==> src/rtl/satc_pkg.sv <==
`timescale 1ns / 1ps
`default_nettype none

package satc_pkg;

    localparam int MAX_SAMPLES = 1024;
    localparam int NUM_ALLELES = 6;
    localparam int CNT_W       = 12;

    // Each counter saturates at twice the sample limit, never above the counter range
    localparam int CAP_INT = (2 * MAX_SAMPLES > 4095) ? 4095 : 2 * MAX_SAMPLES;
    localparam logic [CNT_W-1:0] COUNT_CAP = CNT_W'(CAP_INT);

    // Genotype call codes
    localparam logic [3:0] CODE_HOM_LAST   = 4'd5;
    localparam logic [3:0] CODE_PAIR_FIRST = 4'd6;
    localparam logic [3:0] CODE_PAIR_LAST  = 4'd11;
    localparam logic [3:0] CODE_HET_DEL    = 4'd12;
    localparam logic [3:0] CODE_HET_INS    = 4'd13;
    localparam logic [3:0] REF_LAST_BASE   = 4'd3;

    // Allele indexes
    localparam logic [2:0] ALLELE_A    = 3'd0;
    localparam logic [2:0] ALLELE_C    = 3'd1;
    localparam logic [2:0] ALLELE_G    = 3'd2;
    localparam logic [2:0] ALLELE_T    = 3'd3;
    localparam logic [2:0] ALLELE_DEL  = 3'd4;
    localparam logic [2:0] ALLELE_INS  = 3'd5;
    localparam logic [2:0] ALLELE_NONE = 3'd6;

    typedef enum logic [2:0] {
        SITE_NONE  = 3'd0,
        SITE_SNP   = 3'd1,
        SITE_DEL   = 3'd2,
        SITE_INS   = 3'd3,
        SITE_MULTI = 3'd4
    } site_type_t;

    // Configuration space
    localparam int         ADDR_W          = 3;
    localparam logic [0:0] REG_HAPLOID_IDX = 1'b0;

    // Queue depths
    localparam int QUEUE_DEPTH = 4;
    localparam int QPTR_W      = 2;
    localparam int OUT_DEPTH   = 4;
    localparam int OPTR_W      = 2;

    typedef struct packed {
        logic [3:0] call_code;
        logic [3:0] ref_code;
        logic       site_end;
    } sample_t;

    typedef struct packed {
        logic [CNT_W-1:0] count_a;
        logic [CNT_W-1:0] count_c;
        logic [CNT_W-1:0] count_g;
        logic [CNT_W-1:0] count_t;
        logic [CNT_W-1:0] count_del;
        logic [CNT_W-1:0] count_ins;
        logic [2:0]       allele_kinds;
        logic [2:0]       site_type;
        logic             reported;
    } result_t;

    typedef logic [1:0] inc_t;

    // One decoded call: per-allele increment of zero, one or two, plus site end
    typedef struct packed {
        inc_t [NUM_ALLELES-1:0] inc;
        logic                   last;
    } tally_t;

    // Heterozygous base pairs, indexed by code minus the first pair code
    function automatic logic [2:0] pair_first(input logic [2:0] idx);
        logic [2:0] a;
        case (idx)
            3'd0:    a = ALLELE_A;
            3'd1:    a = ALLELE_A;
            3'd2:    a = ALLELE_A;
            3'd3:    a = ALLELE_C;
            3'd4:    a = ALLELE_C;
            3'd5:    a = ALLELE_G;
            default: a = ALLELE_NONE;
        endcase
        return a;
    endfunction

    function automatic logic [2:0] pair_second(input logic [2:0] idx);
        logic [2:0] a;
        case (idx)
            3'd0:    a = ALLELE_C;
            3'd1:    a = ALLELE_G;
            3'd2:    a = ALLELE_T;
            3'd3:    a = ALLELE_G;
            3'd4:    a = ALLELE_T;
            3'd5:    a = ALLELE_T;
            default: a = ALLELE_NONE;
        endcase
        return a;
    endfunction

endpackage

`default_nettype wire

==> src/rtl/satc_front.sv <==
`timescale 1ns / 1ps
`default_nettype none

module satc_front
(
    input  var satc_pkg::sample_t sample,
    input  wire                   haploid,
    output satc_pkg::tally_t      tally
);

    logic [2:0] x;
    logic [2:0] y;
    logic [2:0] ref_allele;
    logic [2:0] pair_idx;

    always_comb
    begin
        ref_allele = (sample.ref_code <= satc_pkg::REF_LAST_BASE) ?
                     sample.ref_code[2:0] : satc_pkg::ALLELE_NONE;
        pair_idx   = 3'(sample.call_code - satc_pkg::CODE_PAIR_FIRST);

        if (sample.call_code <= satc_pkg::CODE_HOM_LAST)
        begin
            x = sample.call_code[2:0];
            y = sample.call_code[2:0];
        end
        else if (sample.call_code <= satc_pkg::CODE_PAIR_LAST)
        begin
            x = satc_pkg::pair_first(pair_idx);
            y = satc_pkg::pair_second(pair_idx);
        end
        else if (sample.call_code == satc_pkg::CODE_HET_DEL)
        begin
            x = ref_allele;
            y = satc_pkg::ALLELE_DEL;
        end
        else if (sample.call_code == satc_pkg::CODE_HET_INS)
        begin
            x = ref_allele;
            y = satc_pkg::ALLELE_INS;
        end
        else
        begin
            x = satc_pkg::ALLELE_NONE;
            y = satc_pkg::ALLELE_NONE;
        end
    end

    // Drop the second allele in haploid mode
    always_comb
    begin
        for (int k = 0; k < satc_pkg::NUM_ALLELES; k++)
        begin
            tally.inc[k] = 2'(x == 3'(k)) + 2'(!haploid && (y == 3'(k)));
        end
        tally.last = sample.site_end;
    end

endmodule

`default_nettype wire

==> src/rtl/satc_queue.sv <==
`timescale 1ns / 1ps
`default_nettype none

module satc_queue
(
    input  wire              clk,
    input  wire              rst_n,
    input  wire              wr_en,
    input  var satc_pkg::tally_t wr_data,
    output logic             full,
    input  wire              rd_en,
    output logic             valid,
    output satc_pkg::tally_t head
);

    satc_pkg::tally_t                slot_reg [satc_pkg::QUEUE_DEPTH];
    logic [satc_pkg::QPTR_W-1:0]     wr_ptr_reg;
    logic [satc_pkg::QPTR_W-1:0]     wr_ptr_next;
    logic [satc_pkg::QPTR_W-1:0]     rd_ptr_reg;
    logic [satc_pkg::QPTR_W-1:0]     rd_ptr_next;
    logic [satc_pkg::QPTR_W:0]       count_reg;
    logic [satc_pkg::QPTR_W:0]       count_next;

    assign full  = (count_reg == (satc_pkg::QPTR_W + 1)'(satc_pkg::QUEUE_DEPTH));
    assign valid = (count_reg != '0);
    assign head  = slot_reg[rd_ptr_reg];

    always_comb
    begin
        wr_ptr_next = wr_en ? wr_ptr_reg + 1'b1 : wr_ptr_reg;
        rd_ptr_next = rd_en ? rd_ptr_reg + 1'b1 : rd_ptr_reg;
        count_next  = count_reg + (satc_pkg::QPTR_W + 1)'(wr_en)
                      - (satc_pkg::QPTR_W + 1)'(rd_en);
    end

    always_ff @(posedge clk or negedge rst_n)
    begin
        if (!rst_n)
        begin
            wr_ptr_reg <= '0;
            rd_ptr_reg <= '0;
            count_reg  <= '0;
        end
        else
        begin
            wr_ptr_reg <= wr_ptr_next;
            rd_ptr_reg <= rd_ptr_next;
            count_reg  <= count_next;
        end
    end

    always_ff @(posedge clk)
    begin
        if (wr_en)
        begin
            slot_reg[wr_ptr_reg] <= wr_data;
        end
    end

endmodule

`default_nettype wire

==> src/rtl/satc_back.sv <==
`timescale 1ns / 1ps
`default_nettype none

module satc_back
(
    input  wire                  clk,
    input  wire                  rst_n,
    input  wire                  q_valid,
    input  var satc_pkg::tally_t q_head,
    output logic                 q_pop,
    input  wire                  pop,
    output logic                 empty,
    output satc_pkg::result_t    result
);

    localparam int CW = satc_pkg::CNT_W;
    localparam int NA = satc_pkg::NUM_ALLELES;

    logic [CW-1:0]               cnt_reg  [NA];
    logic [CW-1:0]               cnt_next [NA];
    logic [CW-1:0]               upd      [NA];
    logic [CW:0]                 sum      [NA];
    logic [CW-1:0]               snap_reg [NA];
    logic                        snap_valid_reg;
    logic                        snap_valid_next;
    logic                        room;
    logic                        take_last;

    satc_pkg::result_t           fin;
    logic [2:0]                  kinds;
    satc_pkg::site_type_t        stype;

    satc_pkg::result_t           out_slot_reg [satc_pkg::OUT_DEPTH];
    logic [satc_pkg::OPTR_W-1:0] out_wr_reg;
    logic [satc_pkg::OPTR_W-1:0] out_rd_reg;
    logic [satc_pkg::OPTR_W:0]   out_count_reg;
    logic [satc_pkg::OPTR_W:0]   out_count_next;
    logic                        out_rd;

    // Reserve an output slot for every site end in flight
    assign room = ((satc_pkg::OPTR_W + 2)'(out_count_reg) + (satc_pkg::OPTR_W + 2)'(snap_valid_reg))
                  < (satc_pkg::OPTR_W + 2)'(satc_pkg::OUT_DEPTH);
    assign q_pop     = q_valid && (!q_head.last || room);
    assign take_last = q_pop && q_head.last;

    always_comb
    begin
        for (int k = 0; k < NA; k++)
        begin
            sum[k] = {1'b0, cnt_reg[k]} + (CW + 1)'(q_head.inc[k]);
            upd[k] = (sum[k] > {1'b0, satc_pkg::COUNT_CAP}) ? satc_pkg::COUNT_CAP
                                                             : sum[k][CW-1:0];
            if (q_pop)
                cnt_next[k] = q_head.last ? '0 : upd[k];
            else
                cnt_next[k] = cnt_reg[k];
        end
        snap_valid_next = take_last;
    end

    always_ff @(posedge clk or negedge rst_n)
    begin
        if (!rst_n)
        begin
            for (int k = 0; k < NA; k++)
            begin
                cnt_reg[k] <= '0;
            end
            snap_valid_reg <= 1'b0;
        end
        else
        begin
            for (int k = 0; k < NA; k++)
            begin
                cnt_reg[k] <= cnt_next[k];
            end
            snap_valid_reg <= snap_valid_next;
        end
    end

    always_ff @(posedge clk)
    begin
        if (take_last)
        begin
            for (int k = 0; k < NA; k++)
            begin
                snap_reg[k] <= upd[k];
            end
        end
    end

    // Classify the captured site
    always_comb
    begin
        kinds = '0;
        for (int k = 0; k < NA; k++)
        begin
            kinds = kinds + 3'(snap_reg[k] != '0);
        end

        if (kinds == '0)
            stype = satc_pkg::SITE_NONE;
        else if (kinds > 3'd2)
            stype = satc_pkg::SITE_MULTI;
        else if (snap_reg[satc_pkg::ALLELE_DEL] != '0)
            stype = satc_pkg::SITE_DEL;
        else if (snap_reg[satc_pkg::ALLELE_INS] != '0)
            stype = satc_pkg::SITE_INS;
        else
            stype = satc_pkg::SITE_SNP;

        fin.count_a      = snap_reg[satc_pkg::ALLELE_A];
        fin.count_c      = snap_reg[satc_pkg::ALLELE_C];
        fin.count_g      = snap_reg[satc_pkg::ALLELE_G];
        fin.count_t      = snap_reg[satc_pkg::ALLELE_T];
        fin.count_del    = snap_reg[satc_pkg::ALLELE_DEL];
        fin.count_ins    = snap_reg[satc_pkg::ALLELE_INS];
        fin.allele_kinds = kinds;
        fin.site_type    = stype;
        fin.reported     = (kinds != '0);
    end

    // Output buffer
    assign empty  = (out_count_reg == '0);
    assign out_rd = pop && !empty;
    assign result = out_slot_reg[out_rd_reg];

    assign out_count_next = out_count_reg + (satc_pkg::OPTR_W + 1)'(snap_valid_reg)
                            - (satc_pkg::OPTR_W + 1)'(out_rd);

    always_ff @(posedge clk or negedge rst_n)
    begin
        if (!rst_n)
        begin
            out_wr_reg    <= '0;
            out_rd_reg    <= '0;
            out_count_reg <= '0;
        end
        else
        begin
            if (snap_valid_reg)
                out_wr_reg <= out_wr_reg + 1'b1;
            if (out_rd)
                out_rd_reg <= out_rd_reg + 1'b1;
            out_count_reg <= out_count_next;
        end
    end

    always_ff @(posedge clk)
    begin
        if (snap_valid_reg)
        begin
            out_slot_reg[out_wr_reg] <= fin;
        end
    end

endmodule

`default_nettype wire

==> src/rtl/site_allele_tally_classifier_top.sv <==
// A word accepted into the decode queue waits there until the counters take it;
// its site result (on the last sample) passes through the counter bank and its
// capture register, then into the output buffer.
// Throughput: one sample word per cycle while the decode queue is not full and the output buffer has room.
// Reset (rst_n, async, active low) clears the counters, both queues and
// haploid_mode; no clearing pass follows.
`timescale 1ns / 1ps
`default_nettype none

module site_allele_tally_classifier_top
(
    input  wire                          clk,
    input  wire                          rst_n,

    // Sample word input
    input  wire                          push,
    output logic                         full,
    input  var satc_pkg::sample_t        sample,

    // Site result output
    output logic                         empty,
    input  wire                          pop,
    output satc_pkg::result_t            result,

    // Configuration port
    input  wire                          psel,
    input  wire                          penable,
    input  wire                          pwrite,
    input  wire [satc_pkg::ADDR_W-1:0]   paddr,
    input  wire [31:0]                   pwdata,
    output logic [31:0]                  prdata,
    output logic                         pready
);

    logic             haploid_reg;
    logic             haploid_next;
    logic             cfg_hit;
    logic             cfg_wr;

    satc_pkg::tally_t tally;
    satc_pkg::tally_t q_head;
    logic             q_full;
    logic             q_valid;
    logic             q_pop;
    logic             in_take;

    // Decode the register index from the word address; only one register exists.
    assign pready  = 1'b1;
    assign cfg_hit = (paddr[satc_pkg::ADDR_W-1:2] == satc_pkg::REG_HAPLOID_IDX);
    assign cfg_wr  = psel && penable && pwrite && pready;
    assign prdata  = cfg_hit ? {31'b0, haploid_reg} : 32'b0;

    // Take bit 0 of a write to haploid_mode, hold otherwise
    assign haploid_next = (cfg_wr && cfg_hit) ? pwdata[0] : haploid_reg;

    always_ff @(posedge clk or negedge rst_n)
    begin
        if (!rst_n)
            haploid_reg <= 1'b0;
        else
            haploid_reg <= haploid_next;
    end

    // Front end: classify each call into per-allele increments
    satc_front u_front
    (
        .sample  (sample),
        .haploid (haploid_reg),
        .tally   (tally)
    );

    // Accept a word whenever the decode queue has space
    assign full    = q_full;
    assign in_take = push && !q_full;

    // Decouple decode from counting so each side stalls on its own
    satc_queue u_queue
    (
        .clk     (clk),
        .rst_n   (rst_n),
        .wr_en   (in_take),
        .wr_data (tally),
        .full    (q_full),
        .rd_en   (q_pop),
        .valid   (q_valid),
        .head    (q_head)
    );

    // Back end: advance the counters, capture and classify on the site's last
    // sample, then hold results in a small output buffer until popped
    satc_back u_back
    (
        .clk     (clk),
        .rst_n   (rst_n),
        .q_valid (q_valid),
        .q_head  (q_head),
        .q_pop   (q_pop),
        .pop     (pop),
        .empty   (empty),
        .result  (result)
    );

endmodule

`default_nettype wire

==> config.mk <==
export PLATFORM = sky130hd
export DESIGN_NAME = site_allele_tally_classifier_top
export DESIGN_NICKNAME = d
export VERILOG_FILES = /design/src/rtl/satc_pkg.sv /design/src/rtl/satc_front.sv /design/src/rtl/satc_queue.sv /design/src/rtl/satc_back.sv /design/src/rtl/site_allele_tally_classifier_top.sv
export SDC_FILE = /design/constraint.sdc
export NUM_CORES = 1
export LEC_CHECK = 0
export CAP_MARGIN = 15
export CORE_UTILIZATION = 35
export DETAILED_ROUTE_END_ITERATION = 6
export DONT_BUFFER_PORTS = 1
export SETUP_SLACK_MARGIN = 0.4
export SLEW_MARGIN = 20
export SYNTH_ARGS = -nofsm -noshare
export SYNTH_HDL_FRONTEND = slang
export SYNTH_SLANG_ARGS = --single-unit
==> constraint.sdc <==
create_clock -name clk -period 17.5 [get_ports clk]
set_input_delay 0.875 -clock clk [delete_from_list [all_inputs] [get_ports clk]]
set_output_delay 0.875 -clock clk [all_outputs]
set_load 0.02 [all_outputs]
# ---- After elaboration in Yosys (flattened, before gate mapping)
# Memories as Yosys holds them, arrays and structs flattened.
# Index checks and enable logic that the tools add are counted.
dict set report word_totals {
  romBits 0
  output_inout_bits 114
  ram_bits 440
  register_bits 88
  latch_bits 0
  mem_count 3
}
dict set report classes {
  muxes 34
  n_reduce_logical 37
  add_sub_neg 27
  bitwise_logic 1
  n_mul 0
  eq_ne 18
  order_cmp 11
  shift 0
  div_mod_pow 0
}
# memory depth width rd rd_ports_with_merged_regs write_ports line_no
set memory_table {}
lappend memory_table {u_back.out_slot_reg 4 79 1 0 1 satc_back.sv:33} ;# satc_pkg::result_t out_slot_reg [satc_pkg::OUT_DEPTH];
lappend memory_table {u_back.snap_reg 6 12 6 0 6 satc_back.sv:23} ;# logic [CW-1:0] snap_reg [NA];
lappend memory_table {u_queue.slot_reg 4 13 1 0 1 satc_queue.sv:16} ;# satc_pkg::tally_t slot_reg [satc_pkg::QUEUE_DEPTH];
# cell count
set op_table {}
lappend op_table {{$mux W12} 12}
lappend op_table {{$reduce_bool A12 Y1} 8}
lappend op_table {{$add A12 B2 Y13} 6}
lappend op_table {{$gt A13 B12 Y1 const B} 6}
lappend op_table {{$mux W3} 11}
lappend op_table {{$eq A3 B3 Y1 const B} 7}
lappend op_table {{$add A3 B1 Y3} 6}
lappend op_table {{$eq A3 B2 Y1 const B} 6}
lappend op_table {{$pmux W3 S3} 2}
lappend op_table {{$logic_not A3 Y1} 5}
lappend op_table {{$add A1 B1 Y2} 7}
lappend op_table {{$logic_and A1 B1 Y1} 13}
lappend op_table {{$eq A3 B1 Y1 const B} 3}
lappend op_table {{$add A2 B1 Y2 const B} 4}
lappend op_table {{$eq A4 B4 Y1 const B} 2}
lappend op_table {{$mux W1} 7}
lappend op_table {{$reduce_bool A3 Y1} 2}
lappend op_table {{$reduce_or A3 Y1} 2}
lappend op_table {{$sub A3 B1 Y3} 2}
lappend op_table {{$add A3 B1 Y4} 1}
lappend op_table {{$le A4 B2 Y1 const B} 1}
lappend op_table {{$le A4 B3 Y1 const B} 1}
lappend op_table {{$le A4 B4 Y1 const B} 1}
lappend op_table {{$logic_not A1 Y1} 4}
lappend op_table {{7 further kinds} 9}

# ---- Depth between registers and ports, before layout
# Gate-level depths: netlist (run 1).
# An unclocked memory read counts as a cell.
dict set report depth {
  depth_word 10
  mapped_depth 15
  ltp_nobuf 12
}

# ---- Modules after synthesis
# Synthesis (run 1) repeated with hierarchy kept, for this count alone.
dict set report unflattened {
  cells_unflattened 1476
  hier_area_um2 22973.3
}
# module cells_per_inst n_inst area_each_um2
set by_module_without_submodules {}
lappend by_module_without_submodules {satc_back 1285 1 20043.0}
lappend by_module_without_submodules {satc_queue 102 1 2296.0}
lappend by_module_without_submodules {satc_front 50 1 326.6}
lappend by_module_without_submodules {site_allele_tally_classifier_top 39 1 307.8}

# ---- Worst setup path after synthesis (run 1)
# OpenSTA, ideal clock, no wires.
dict set report synth_timing {
  path_kind {reg2reg}
  startpoint {register u_queue.rd_ptr_reg[0] (netlist name)}
  endpoint {register u_back.snap_valid_reg}
  arrival_time_ps 6135
  required_time_ps 16835
  period_less_slack_ps 6799
  n_path_buf 1
  stages_incl_launch_ff 4
  path_slack_ps 10701
  path_cell_list {dfrtp_1 -> buf_2 -> mux4_2 -> nor3b_1}
}
dict set report synth_between {
  elab_chain_len 5
}
# element line_no
set synth_lines {}
lappend synth_lines {{start: declaration} satc_queue.sv:19} ;# logic [satc_pkg::QPTR_W-1:0] rd_ptr_reg;
lappend synth_lines {{start signal: assignment} satc_queue.sv:47} ;# rd_ptr_reg <= rd_ptr_next;
lappend synth_lines {{$mem_v2 Z4 W13 *} --}
lappend synth_lines {{$logic_not A1 Y1} satc_back.sv:43} ;# assign q_pop = q_valid && (!q_head.last || room);
lappend synth_lines {{$logic_or A1 B1 Y1} satc_back.sv:43}
lappend synth_lines {{$logic_and A1 B1 Y1} satc_back.sv:43}
lappend synth_lines {{$logic_and A1 B1 Y1 *} satc_back.sv:44} ;# assign take_last = q_pop && q_head.last;
lappend synth_lines {{net u_back.snap_valid_next} satc_back.sv:25} ;# logic snap_valid_next;
lappend synth_lines {{end signal: assignment} satc_back.sv:77} ;# snap_valid_reg <= snap_valid_next;
lappend synth_lines {{end: declaration} satc_back.sv:24} ;# logic snap_valid_reg;
# Mark *: on every way through the listed nets, which the timed path passes. The rest lies on a longest branch.
# A chain may end at the register's enable or synchronous reset.

==> results of run 1 <==
[how the worst max path moves through the flow]
stage	from	cells past startpoint	slack, ns	to
final	u_queue.rd_ptr_reg[0]$_DFFE_PN0P_	11	12.93	u_back.snap_reg[5][2]$_DFFE_PP_
after global routing	u_queue.rd_ptr_reg[0]$_DFFE_PN0P_	11	12.51	u_back.snap_reg[5][2]$_DFFE_PP_
after CTS	u_queue.rd_ptr_reg[0]$_DFFE_PN0P_	11	12.87	u_back.snap_reg[5][2]$_DFFE_PP_
after detailed placement	u_queue.rd_ptr_reg[0]$_DFFE_PN0P_	11	12.90	u_back.snap_reg[5][2]$_DFFE_PP_
after global placement	u_queue.rd_ptr_reg[0]$_DFFE_PN0P_	11	12.91	u_back.snap_reg[5][2]$_DFFE_PP_
after floorplan	u_queue.rd_ptr_reg[0]$_DFFE_PN0P_	3	10.70	u_back.snap_valid_reg$_DFF_PN0_
[stage by stage]
stage | utilization [%] | instances | hold WS (ns) | worst slack [ns]
3_3_place_gp | 36.69 | 2310 | 0.4710 | 12.91
3_5_place_dp | 36.69 | 2310 | 0.4810 | 12.90
5_1_grt | 39.42 | 2410 | 0.2163 | 12.51
4_1_cts | 39.42 | 2410 | 0.1948 | 12.87
2_1_floorplan | - | 1557 | 0.4526 | 10.70
6_report | 39.43 | 2411 | 0.1865 | 12.93
[layout make-up]
cell class / instances / area share [%]
sequential: 528 / 60.35
multi-input combinational: 862 / 27.43
clock buffer: 61 / 5.347
tap: 855 / 4.186
clock inverter: 38 / 1.479
inverter: 56 / 0.8226
timing repair buffer: 10 / 0.3721
antenna: 1 / 0.009792
[cells by family after synthesis]
kind of cell               Yosys count
AOI/OAI and AO/OA                  227
xor gates and xnor gates            38
adders and majority gates           43
buffers and inverters              167
DFF                                528
muxes                              100
other                                2
and+or+nand+nor                    422
[power groups by stage]
stage          clock, mW  combinational [mW]  sequential, mW
2_1_floorplan          0                1.05            1.94
3_3_place_gp           0                1.32            2.04
3_5_place_dp           0                1.34            2.06
4_1_cts             1.16                1.35            2.04
5_1_grt             1.21                1.44            2.07
6_report            1.13                1.32            2.03
[routing by layer]
metal	vias up	global-route usage, %	wire length (µm)
met5	-	0	0
met4	0	4.635	1249
met3	70	3.003	2297
met2	271	23.51	22820
met1	6426	18.89	21200
li1	5805	-	-
[layout by cell type, fill, tap and decap left out, types with 7 or more instances in the layout]
master     count
edfxtp_1     440
nand2_1      104
mux4_2        92
nor2_1        88
dfrtp_1       86
inv_1         55
a21oi_1       53
clkbuf_16     53
o21ai_0       46
nand3_1       32
ha_1          32
conb_1        32
a21o_1        27
nor3_1        23
nand4_1       23
nor4_1        23
xnor2_1       21
clkinv_2      19
nor2b_1       17
xor2_1        17
o22ai_1       15
nand2b_1      14
or2_2         13
and2_1        12
a22o_1        11
o211ai_1      11
fa_1          11
or3_1          9
buf_4          9
or4_1          8
a211oi_1       7
and3_1         7
clkinv_1       7
nor3b_1        7
and4_1         7
clkbuf_1       7
[critical path: stages (launching register included)]
cell	delay, ns
dfrtp_1	0.92
mux4_2	0.45
ha_1	0.21
inv_1	0.06
fa_1	0.47
nand3b_1	0.41
o31ai_1	0.47
nand4_1	0.17
nor3_1	0.14
nor4bb_1	0.59
nor2_1	0.24
nor3_1	0.24
[what timing repair did]
item,CTS,global route
gates resized for setup,0,0
hold endpoints to repair,88,0
hold buffers,1,0
==> impl_metrics.tcl, run 1 <==
set metrics [dict create \
    switchingPower_mw 1.574 \
    finalWeightedCongestion 0.8972 \
    fin_worst_skew_ns 0.02110 \
    async_flop_share_pct 16.67 \
    initial_core_util_pct 35.62 \
    avgSynthCellArea_um2 15.12 \
    yosys-top-cells-count "edfxtp_1, nand2_1, mux4_2" \
    die_area_um2 66990 \
    routed_wl_mm 47.57 \
    crit_path_end_kind "register" \
    synthAdderAreaFrac_pct 2.688 \
    ios 165 \
    drive_gt1_share_pct 14.53 \
    fillCellCount 5889 \
    sw_frac_of_total_pct 35.16 \
    cts_made_buffers 53 \
    post-cts-setup-buffers 0 \
    outcome "completed" \
    routedWlPerCell_um 19.73 \
    synth.most_common_cell "edfxtp_1" \
    pwr-share-comb_pct 29.4 \
    reg2reg_to "u_back.snap_reg[5][2]$_DFFE_PP_" \
    die_x_um 258.8 \
    largest_reg_flops 316 \
    grt_pass1_wl_mm 74.38 \
    drv_slew 0 \
    slew_headroom_pct 31.21 \
    synth-simple-area-share_pct 9.680 \
    rsz0062_at_grt "no" \
    synthesis.area_um2 23090 \
    grt_usage_pct 14.31 \
    critPathKind "reg2reg" \
    yosysSeqAreaShare_pct 66.77 \
    ys_ff_latch 528 \
    p_int_mw 2.902 \
    synth_compound_area_share_pct 6.618 \
    worstMarginPinSlew_ns 1.032 \
    p_leak_nw 8.820 \
    first_global_vias 12680 \
    syn2layout_area_growth_pct 10.69 \
    dr.pass1.iters 5 \
    hold_class "in2async" \
    synth_area_leaders "edfxtp_1, dfrtp_1, mux4_2" \
    clock_power_share_pct 25.2 \
    synth-xor-area-share_pct 1.442 \
    core_area_um2 64810 \
    ys.flop_type "edfxtp_1" \
    yosys_warnings 0 \
    crit_required_ns 17.90 \
    dr.first_iter.drc_count 877 \
    cts_root_buf "clkbuf_16" \
    synth_cells 1527 \
    cts_tree "built" \
    worst_ep_arrival_time_ns 4.98 \
    rr_startpoint "u_queue.rd_ptr_reg[0]$_DFFE_PN0P_" \
    rows 93 \
    final_area_um2 25550 \
    cts.path.max_buffers 3 \
    irDropWorstVdd_mv 0.1316 \
    synth_top_cell_by_area "edfxtp_1" \
    drc 0 \
    tns_ns 0 \
    critPathMaxFanout 15 \
    ff_latch_area_um2 15420 \
    setup-violations-final 0 \
    via_count 12570 \
    finalNetCount 1605 \
    fin_crit_sh_pct 26.13 \
    placed_area_um2 23780 \
    die_y_um 258.8 \
    yosysUniqueCellTypes 80 \
    period_minus_slack_ns 4.573 \
    cts.reportedPaths.clkPinSlew_ns 0.06 \
    antenna_found_initial 1 \
    port_buffers 0 \
    power_frac_seq_pct 45.3 \
    synth_enable_flop_cells 440 \
    multi_input_area_um2 7010 \
    clock_sinks 528 \
    p_per_area_nw_per_um2 175.1 \
    clock_latency_ns 0.60 \
    grt_max_degree 89 \
    synth_top_area_share_pct 57.23 \
    post-dp-hpwl_mm 29.43 \
    p_total_mw 4.475 \
    startpoint_type "register" \
    max_freq_mhz 218.7 \
    drv_cap 0 \
    hold_violations 0 \
    rr_worst_depth 11 \
    rrSetupSlack_ns 12.93 \
    viasPerCell 5.214 \
    ant_nets 0 \
    synth_top_family_by_area "simple AND/OR/NAND/NOR gates" \
    synthMuxAreaShare_pct 9.355 \
    cts_htree_levels 2 \
    grt-ovfl-total 0 \
]
Note: power is estimated with default switching activity, not from simulation.
==> run 2: changes to the inputs <==
--- a/config.mk
+++ b/config.mk
@@ -5,6 +5,7 @@
 export SDC_FILE = /design/constraint.sdc
 export NUM_CORES = 1
 export LEC_CHECK = 0
+export ABC_AREA = 1
 export CAP_MARGIN = 15
 export CORE_UTILIZATION = 35
 export DETAILED_ROUTE_END_ITERATION = 6
==> constraint.sdc (replaced) <==
create_clock -name clk -period 3.77 [get_ports clk]
set_input_delay 0.1885 -clock clk [delete_from_list [all_inputs] [get_ports clk]]
set_output_delay 0.1885 -clock clk [all_outputs]
set_load 0.02 [all_outputs]
==> impl_metrics.tcl, run 2 <==
set metrics [dict create \
    clock_sinks 528 \
    die_y_um 259.9 \
    syn2layout_area_growth_pct 14.16 \
    port_buffers 0 \
    p_leak_nw 10.35 \
    critPathMaxFanout 4 \
    place_inst 3008 \
    final_area_um2 26570 \
    final_cell_mix "edfxtp_1, nand2_1, nor2_1" \
    dr.pass1.iters 5 \
    cp_cell_sequence "nor4_4 > nand3_2 > ha_4 > inv_2 > fa_1 > inv_1 > fa_2 > fa_1 > or3_4 > nand2_4 > a41oi_2" \
    yosysUniqueCellTypes 41 \
    layout_commonest_cell "edfxtp_1" \
    hold_class "in2reg" \
    irDropWorstVdd_mv 0.5229 \
    ios 165 \
    post-dp-hpwl_mm 31.71 \
    rsz0062_at_grt "yes" \
    die_x_um 259.9 \
    cpPeakStageDelay_ns 0.51 \
    max_freq_mhz 284.2 \
    fillCellCount 6113 \
    viasPerCell 4.867 \
    tns_ns 0 \
    synthesis.area_um2 23280 \
    cts.reportedPaths.clkPinSlew_ns 0.06 \
    synth_top_area_share_pct 56.76 \
    finalWeightedCongestion 0.8295 \
    cts_htree_levels 2 \
    p_per_area_nw_per_um2 830.8 \
    async_flop_share_pct 16.67 \
    drive_gt1_share_pct 9.885 \
    setup-violations-final 0 \
    crit_slowest_cell "fa_1" \
    critPathKind "reg2reg" \
    drc 0 \
    grt_pass1_wl_mm 79.80 \
    grt_max_degree 161 \
    grt_usage_pct 14.84 \
    finalNetCount 2308 \
    synth.most_common_cell "edfxtp_1" \
    outcome "completed" \
    period_minus_slack_ns 3.518 \
    fin_worst_skew_ns 0.01061 \
    dr.first_iter.drc_count 1035 \
    synth_cells 2166 \
    cts_made_buffers 52 \
    drv_slew 0 \
    grt-ovfl-total 0 \
    antenna_found_initial 1 \
    ant_nets 0 \
    worst_ep_arrival_time_ns 3.81 \
    ys_ff_latch 528 \
    via_count 15190 \
    cts.path.max_buffers 3 \
    rows 94 \
    ys.flop_type "edfxtp_1" \
    slew_headroom_pct 36.40 \
    placed_area_um2 24460 \
    synth_enable_flop_cells 440 \
    routedWlPerCell_um 16.30 \
    startpoint_type "register" \
    crit_path_end_kind "register" \
    yosys-top-cells-count "edfxtp_1, nand2_1, nor2_1" \
    clock_latency_ns 0.58 \
    hold_violations 0 \
    first_global_vias 14500 \
    initial_core_util_pct 35.41 \
    cts_root_buf "clkbuf_16" \
    fin_crit_sh_pct 93.32 \
    drv_cap 0 \
    worstMarginPinSlew_ns 0.9541 \
    crit_required_ns 4.06 \
    routed_wl_mm 50.84 \
    cts_tree "built" \
    yosysSeqAreaShare_pct 66.22 \
    p_total_mw 22.08 \
    core_area_um2 65750 \
    avgSynthCellArea_um2 10.75 \
    critPathMostFrequentCell "fa_1" \
    synth_top_cell_by_area "edfxtp_1" \
    final_cells 3120 \
    synth_area_leaders "edfxtp_1, dfrtp_1, nand2_1" \
    yosys_warnings 0 \
    die_area_um2 67540 \
    diodes 0 \
    largest_reg_flops 316 \
    worst_hold_slack_ns 0.06750 \
]
## run 2: path summary, 6_finish.rpt
path	from	end	slack, ns	cells after the start
setup / recovery	u_back.snap_reg[0][5]$_DFFE_PP_	u_back.out_slot_reg[2][2]$_DFFE_PP_	0.25	11
hold / removal	sample[8]	u_queue.slot_reg[3][12]$_DFFE_PP_	0.07	2
setup reg to reg	u_back.snap_reg[0][5]$_DFFE_PP_	u_back.out_slot_reg[2][2]$_DFFE_PP_	0.25	11
hold reg to reg	u_back.cnt_reg[12]$_DFFE_PN0P_	u_back.cnt_reg[12]$_DFFE_PN0P_	0.49	2
max in group asynchronous	rst_n	u_back.cnt_reg[23]$_DFFE_PN0P_	3.16	2
min in group asynchronous	rst_n	u_queue.wr_ptr_reg[1]$_DFFE_PN0P_	0.17	2
## run 2: power breakdown
group	switching, mW	internal, mW	leakage, nW
Clock	2.11	3.37	0.898
Combinational	5.47	2.11	4.27
Sequential	0.790	8.23	5.18
Total	8.38	13.7	10.4
## run 2: what timing repair did
action | in CTS | in global routing
buffers inserted | 1 | 7
resized for setup | 10 | 10
hold buffers | 8 | 0
endpoints found under the hold margin | 97 | 0
endpoints found under the setup margin | 16 | 137
pin swaps | 7 | 7
## run 2: layout make-up
class	instances	area, µm²	share of cell area, %
clock buffers	73	1491	5.612
clock inverters	23	345.3	1.299
inverters	219	834.6	3.140
flip-flops and latches	528	15420	58.03
multi-input cells	1331	6624	24.93
repair buffers	82	778.2	2.929
well taps	864	1081	4.068
## run 2: per-layer routing
layer / vias up / global-route usage, % / wire length, µm
li1: 7443 / - / -
met1: 7391 / 19.78 / 22460
met2: 290 / 25.21 / 25090
met3: 59 / 2.485 / 2510
met4: 2 / 3.301 / 774
met5: - / 0 / 13
## run 2: logic make-up after synthesis
kind of cell | share of synthesized area, %
flip-flops | 66.22
adder cells (fa/ha/maj) | 2.666
XOR/XNOR | 0.5644
AO/OA/AOI/OAI | 7.461
AND/OR/NAND/NOR | 16.67
other | 0.03226
buffers and inverters | 6.380
## run 2: stage by stage
step / utilization [%] / setup WS (ns)
3_5_place_dp: 37.20 / 0.007232
4_1_cts: 40.24 / 0.2738
6_report: 40.42 / 0.2519
3_3_place_gp: 37.20 / 0.04596
2_1_floorplan: - / 0.4036
5_1_grt: 40.42 / 0.1664
## run 2: worst max-delay path: cells and delay by family (launching register included)
family	cells	cell delay, ns
AND/OR/NAND/NOR	4	0.97
adder cells (fa/ha/maj)	4	1.67
flip-flops	1	0.45
buffers and inverters	2	0.08
AO/OA/AOI/OAI	1	0.05
==> run 3: changes to the inputs <==
--- a/config.mk
+++ b/config.mk
@@ -7,7 +7,7 @@
 export LEC_CHECK = 0
 export ABC_AREA = 1
 export CAP_MARGIN = 15
-export CORE_UTILIZATION = 35
+export CORE_UTILIZATION = 40
 export DETAILED_ROUTE_END_ITERATION = 6
 export DONT_BUFFER_PORTS = 1
 export SETUP_SLACK_MARGIN = 0.4
==> impl_metrics.tcl, run 3 (synthesized netlist as in run 2, its figures left out) <==
set metrics [dict create \
    irDropWorstVdd_mv 0.5358 \
    grt_max_degree 127 \
    largest_reg_flops 316 \
    crit_required_ns 4.09 \
    critPathMaxFanout 4 \
    outcome "completed" \
    cpPeakStageDelay_ns 0.49 \
    fin_crit_sh_pct 90.50 \
    drive_gt1_share_pct 8.957 \
    pwr-share-comb_pct 34.1 \
    dr.first_iter.drc_count 1000 \
    die_y_um 243.2 \
    p_leak_nw 10.23 \
    startpoint_type "register" \
    sw_frac_of_total_pct 38.75 \
    final_cell_mix "edfxtp_1, nand2_1, nor2_1" \
    routedWlPerCell_um 16.61 \
    power_frac_seq_pct 42.2 \
    cts.path.max_buffers 3 \
    endpoint "u_back.out_slot_reg[1][2]$_DFFE_PP_" \
    rows 88 \
    cp.depth 11 \
    worstMarginPinSlew_ns 0.8130 \
    initial_core_util_pct 40.42 \
    dr.pass1.iters 7 \
    cp_cell_sequence "nor4_4 > nand3_2 > ha_4 > inv_2 > fa_1 > inv_1 > fa_2 > fa_2 > or3_4 > nand2_4 > a41oi_4" \
    die_x_um 243.2 \
    grt_usage_pct 16.95 \
    viasPerCell 5.035 \
    clock_power_share_pct 23.7 \
    first_global_vias 14650 \
    ios 165 \
    drv_slew 0 \
    rrSetupSlack_ns 0.36 \
    layout_commonest_cell "edfxtp_1" \
    cts_made_buffers 52 \
    cts_htree_levels 2 \
    critPathKind "reg2reg" \
    drc 0 \
    critPathMostFrequentCell "fa_2" \
    rsz0062_at_grt "yes" \
    period_minus_slack_ns 3.412 \
    hold_violations 0 \
    grt-ovfl-total 0 \
    p_int_mw 13.21 \
    crit_slowest_cell "fa_1" \
    place_inst 2901 \
    max_freq_mhz 293.1 \
    cp_num_buf_inv 2 \
    post-dp-hpwl_mm 31.29 \
    diodes 0 \
    finalNetCount 2297 \
    grt_pass1_wl_mm 79.91 \
    rr_startpoint "u_back.snap_reg[0][9]$_DFFE_PP_" \
    crit_family "adder cells" \
    switchingPower_mw 8.361 \
    hold_class "in2reg" \
    cts_root_buf "clkbuf_16" \
    syn2layout_area_growth_pct 12.65 \
    finalWeightedCongestion 0.8413 \
    via_count 15150 \
    setup-violations-final 0 \
    fin_worst_skew_ns 0.01826 \
    clock_sinks 528 \
    final_cells 3009 \
    p_per_area_nw_per_um2 822.8 \
    routed_wl_mm 49.97 \
    rr_worst_depth 11 \
    cts.reportedPaths.clkPinSlew_ns 0.06 \
    cp-startpoint "u_back.snap_reg[0][9]$_DFFE_PP_" \
    cts_tree "built" \
    ant_nets 0 \
    crit_path_end_kind "register" \
    tns_ns 0 \
    port_buffers 0 \
    slew_headroom_pct 45.80 \
    drv_cap 0 \
    antenna_found_initial 0 \
    core_area_um2 57590 \
    die_area_um2 59160 \
    clock_latency_ns 0.60 \
    reg2reg_to "u_back.out_slot_reg[1][2]$_DFFE_PP_" \
    worst_ep_arrival_time_ns 3.73 \
]
==> run 3: changes by cell type in the layout (fill, tap and decap cells not counted), sizes merged <==
cell	previous run	this run
clkbuf	73	65
nand2	409	410
clkinv	17	28
buf	75	63
clkinvlp	3	0
bufinv	9	6
inv	213	215
==> run 3: area by class of cell <==
cell class | count | area [µm²]
multi-input combinational | 1332 | 6659
clock buffer | 65 | 1350
timing repair buffer | 70 | 683.2
clock inverter | 30 | 321.6
sequential | 528 | 15420
inverter | 219 | 830.8
tap | 765 | 957.2
fill | 5185 | 31360
==> run 3: worst min path at each step <==
stage | cells past startpoint | startpoint | slack, ns | end
global placement | 0 | rst_n | -0.1 | u_back.out_count_reg[0]$_DFF_PN0_
floorplan | 0 | rst_n | -0.11 | haploid_reg$_DFFE_PN0P_
global route | 2 | sample[8] | 0.03 | u_queue.slot_reg[3][12]$_DFFE_PP_
CTS | 2 | sample[8] | 0.01 | u_queue.slot_reg[3][12]$_DFFE_PP_
finish | 2 | sample[8] | 0.07 | u_queue.slot_reg[1][12]$_DFFE_PP_
detailed placement | 0 | rst_n | -0.1 | u_back.out_count_reg[0]$_DFF_PN0_
==> run 3: what timing repair did <==
| item | 4_1_cts | 5_1_grt |
|---|---|---|
| buffers inserted | 1 | 3 |
| pin swaps | 7 | 6 |
| cloned | 0 | 1 |
| endpoints found under the hold margin | 96 | 0 |
| resized for setup | 8 | 22 |
| hold buffers | 8 | 0 |
| endpoints found under the setup margin | 58 | 124 |
==> run 3: per-layer routing <==
metal,track usage (%),routed length [µm],up-vias
met5,0,0,-
met4,4.643,1087,0
met3,2.831,2773,79
met2,28.13,23410,337
met1,22.93,22700,7296
li1,-,-,7438
==> run 3: power by group through the flow <==
stage	Clock [mW]	Sequential, mW	Combinational, mW
2_1_floorplan	0	8.88	5.29
3_3_place_gp	0	9.14	7.17
3_5_place_dp	0	9.21	7.32
4_1_cts	5.23	9.10	7.37
5_1_grt	5.44	9.27	8.17
6_report	5.12	9.11	7.35
==> run 3: worst register-to-register path, stage by stage, from the launching register on <==
cell	delay [ns]
edfxtp_1	0.43
nor4_4	0.33
nand3_2	0.16
ha_4	0.31
inv_2	0.04
fa_1	0.49
inv_1	0.05
fa_2	0.33
fa_2	0.44
or3_4	0.42
nand2_4	0.10
a41oi_4	0.05
==> run 3: through the flow <==
step                      power, mW  setup WS, ns  hold slack [ns]  cell area, µm²  utilization, %
after floorplan               14.18        0.4036          -0.1071           23400               -
after global placement        16.31        0.1225         -0.09763           24260           42.13
after detailed placement      16.54       0.06028         -0.09732           24260           42.13
after CTS                     21.70        0.3085          0.01274           26070           45.26
after global routing          22.87        0.2041          0.02890           26220           45.54
final                         21.57        0.3580          0.06736           26220           45.54
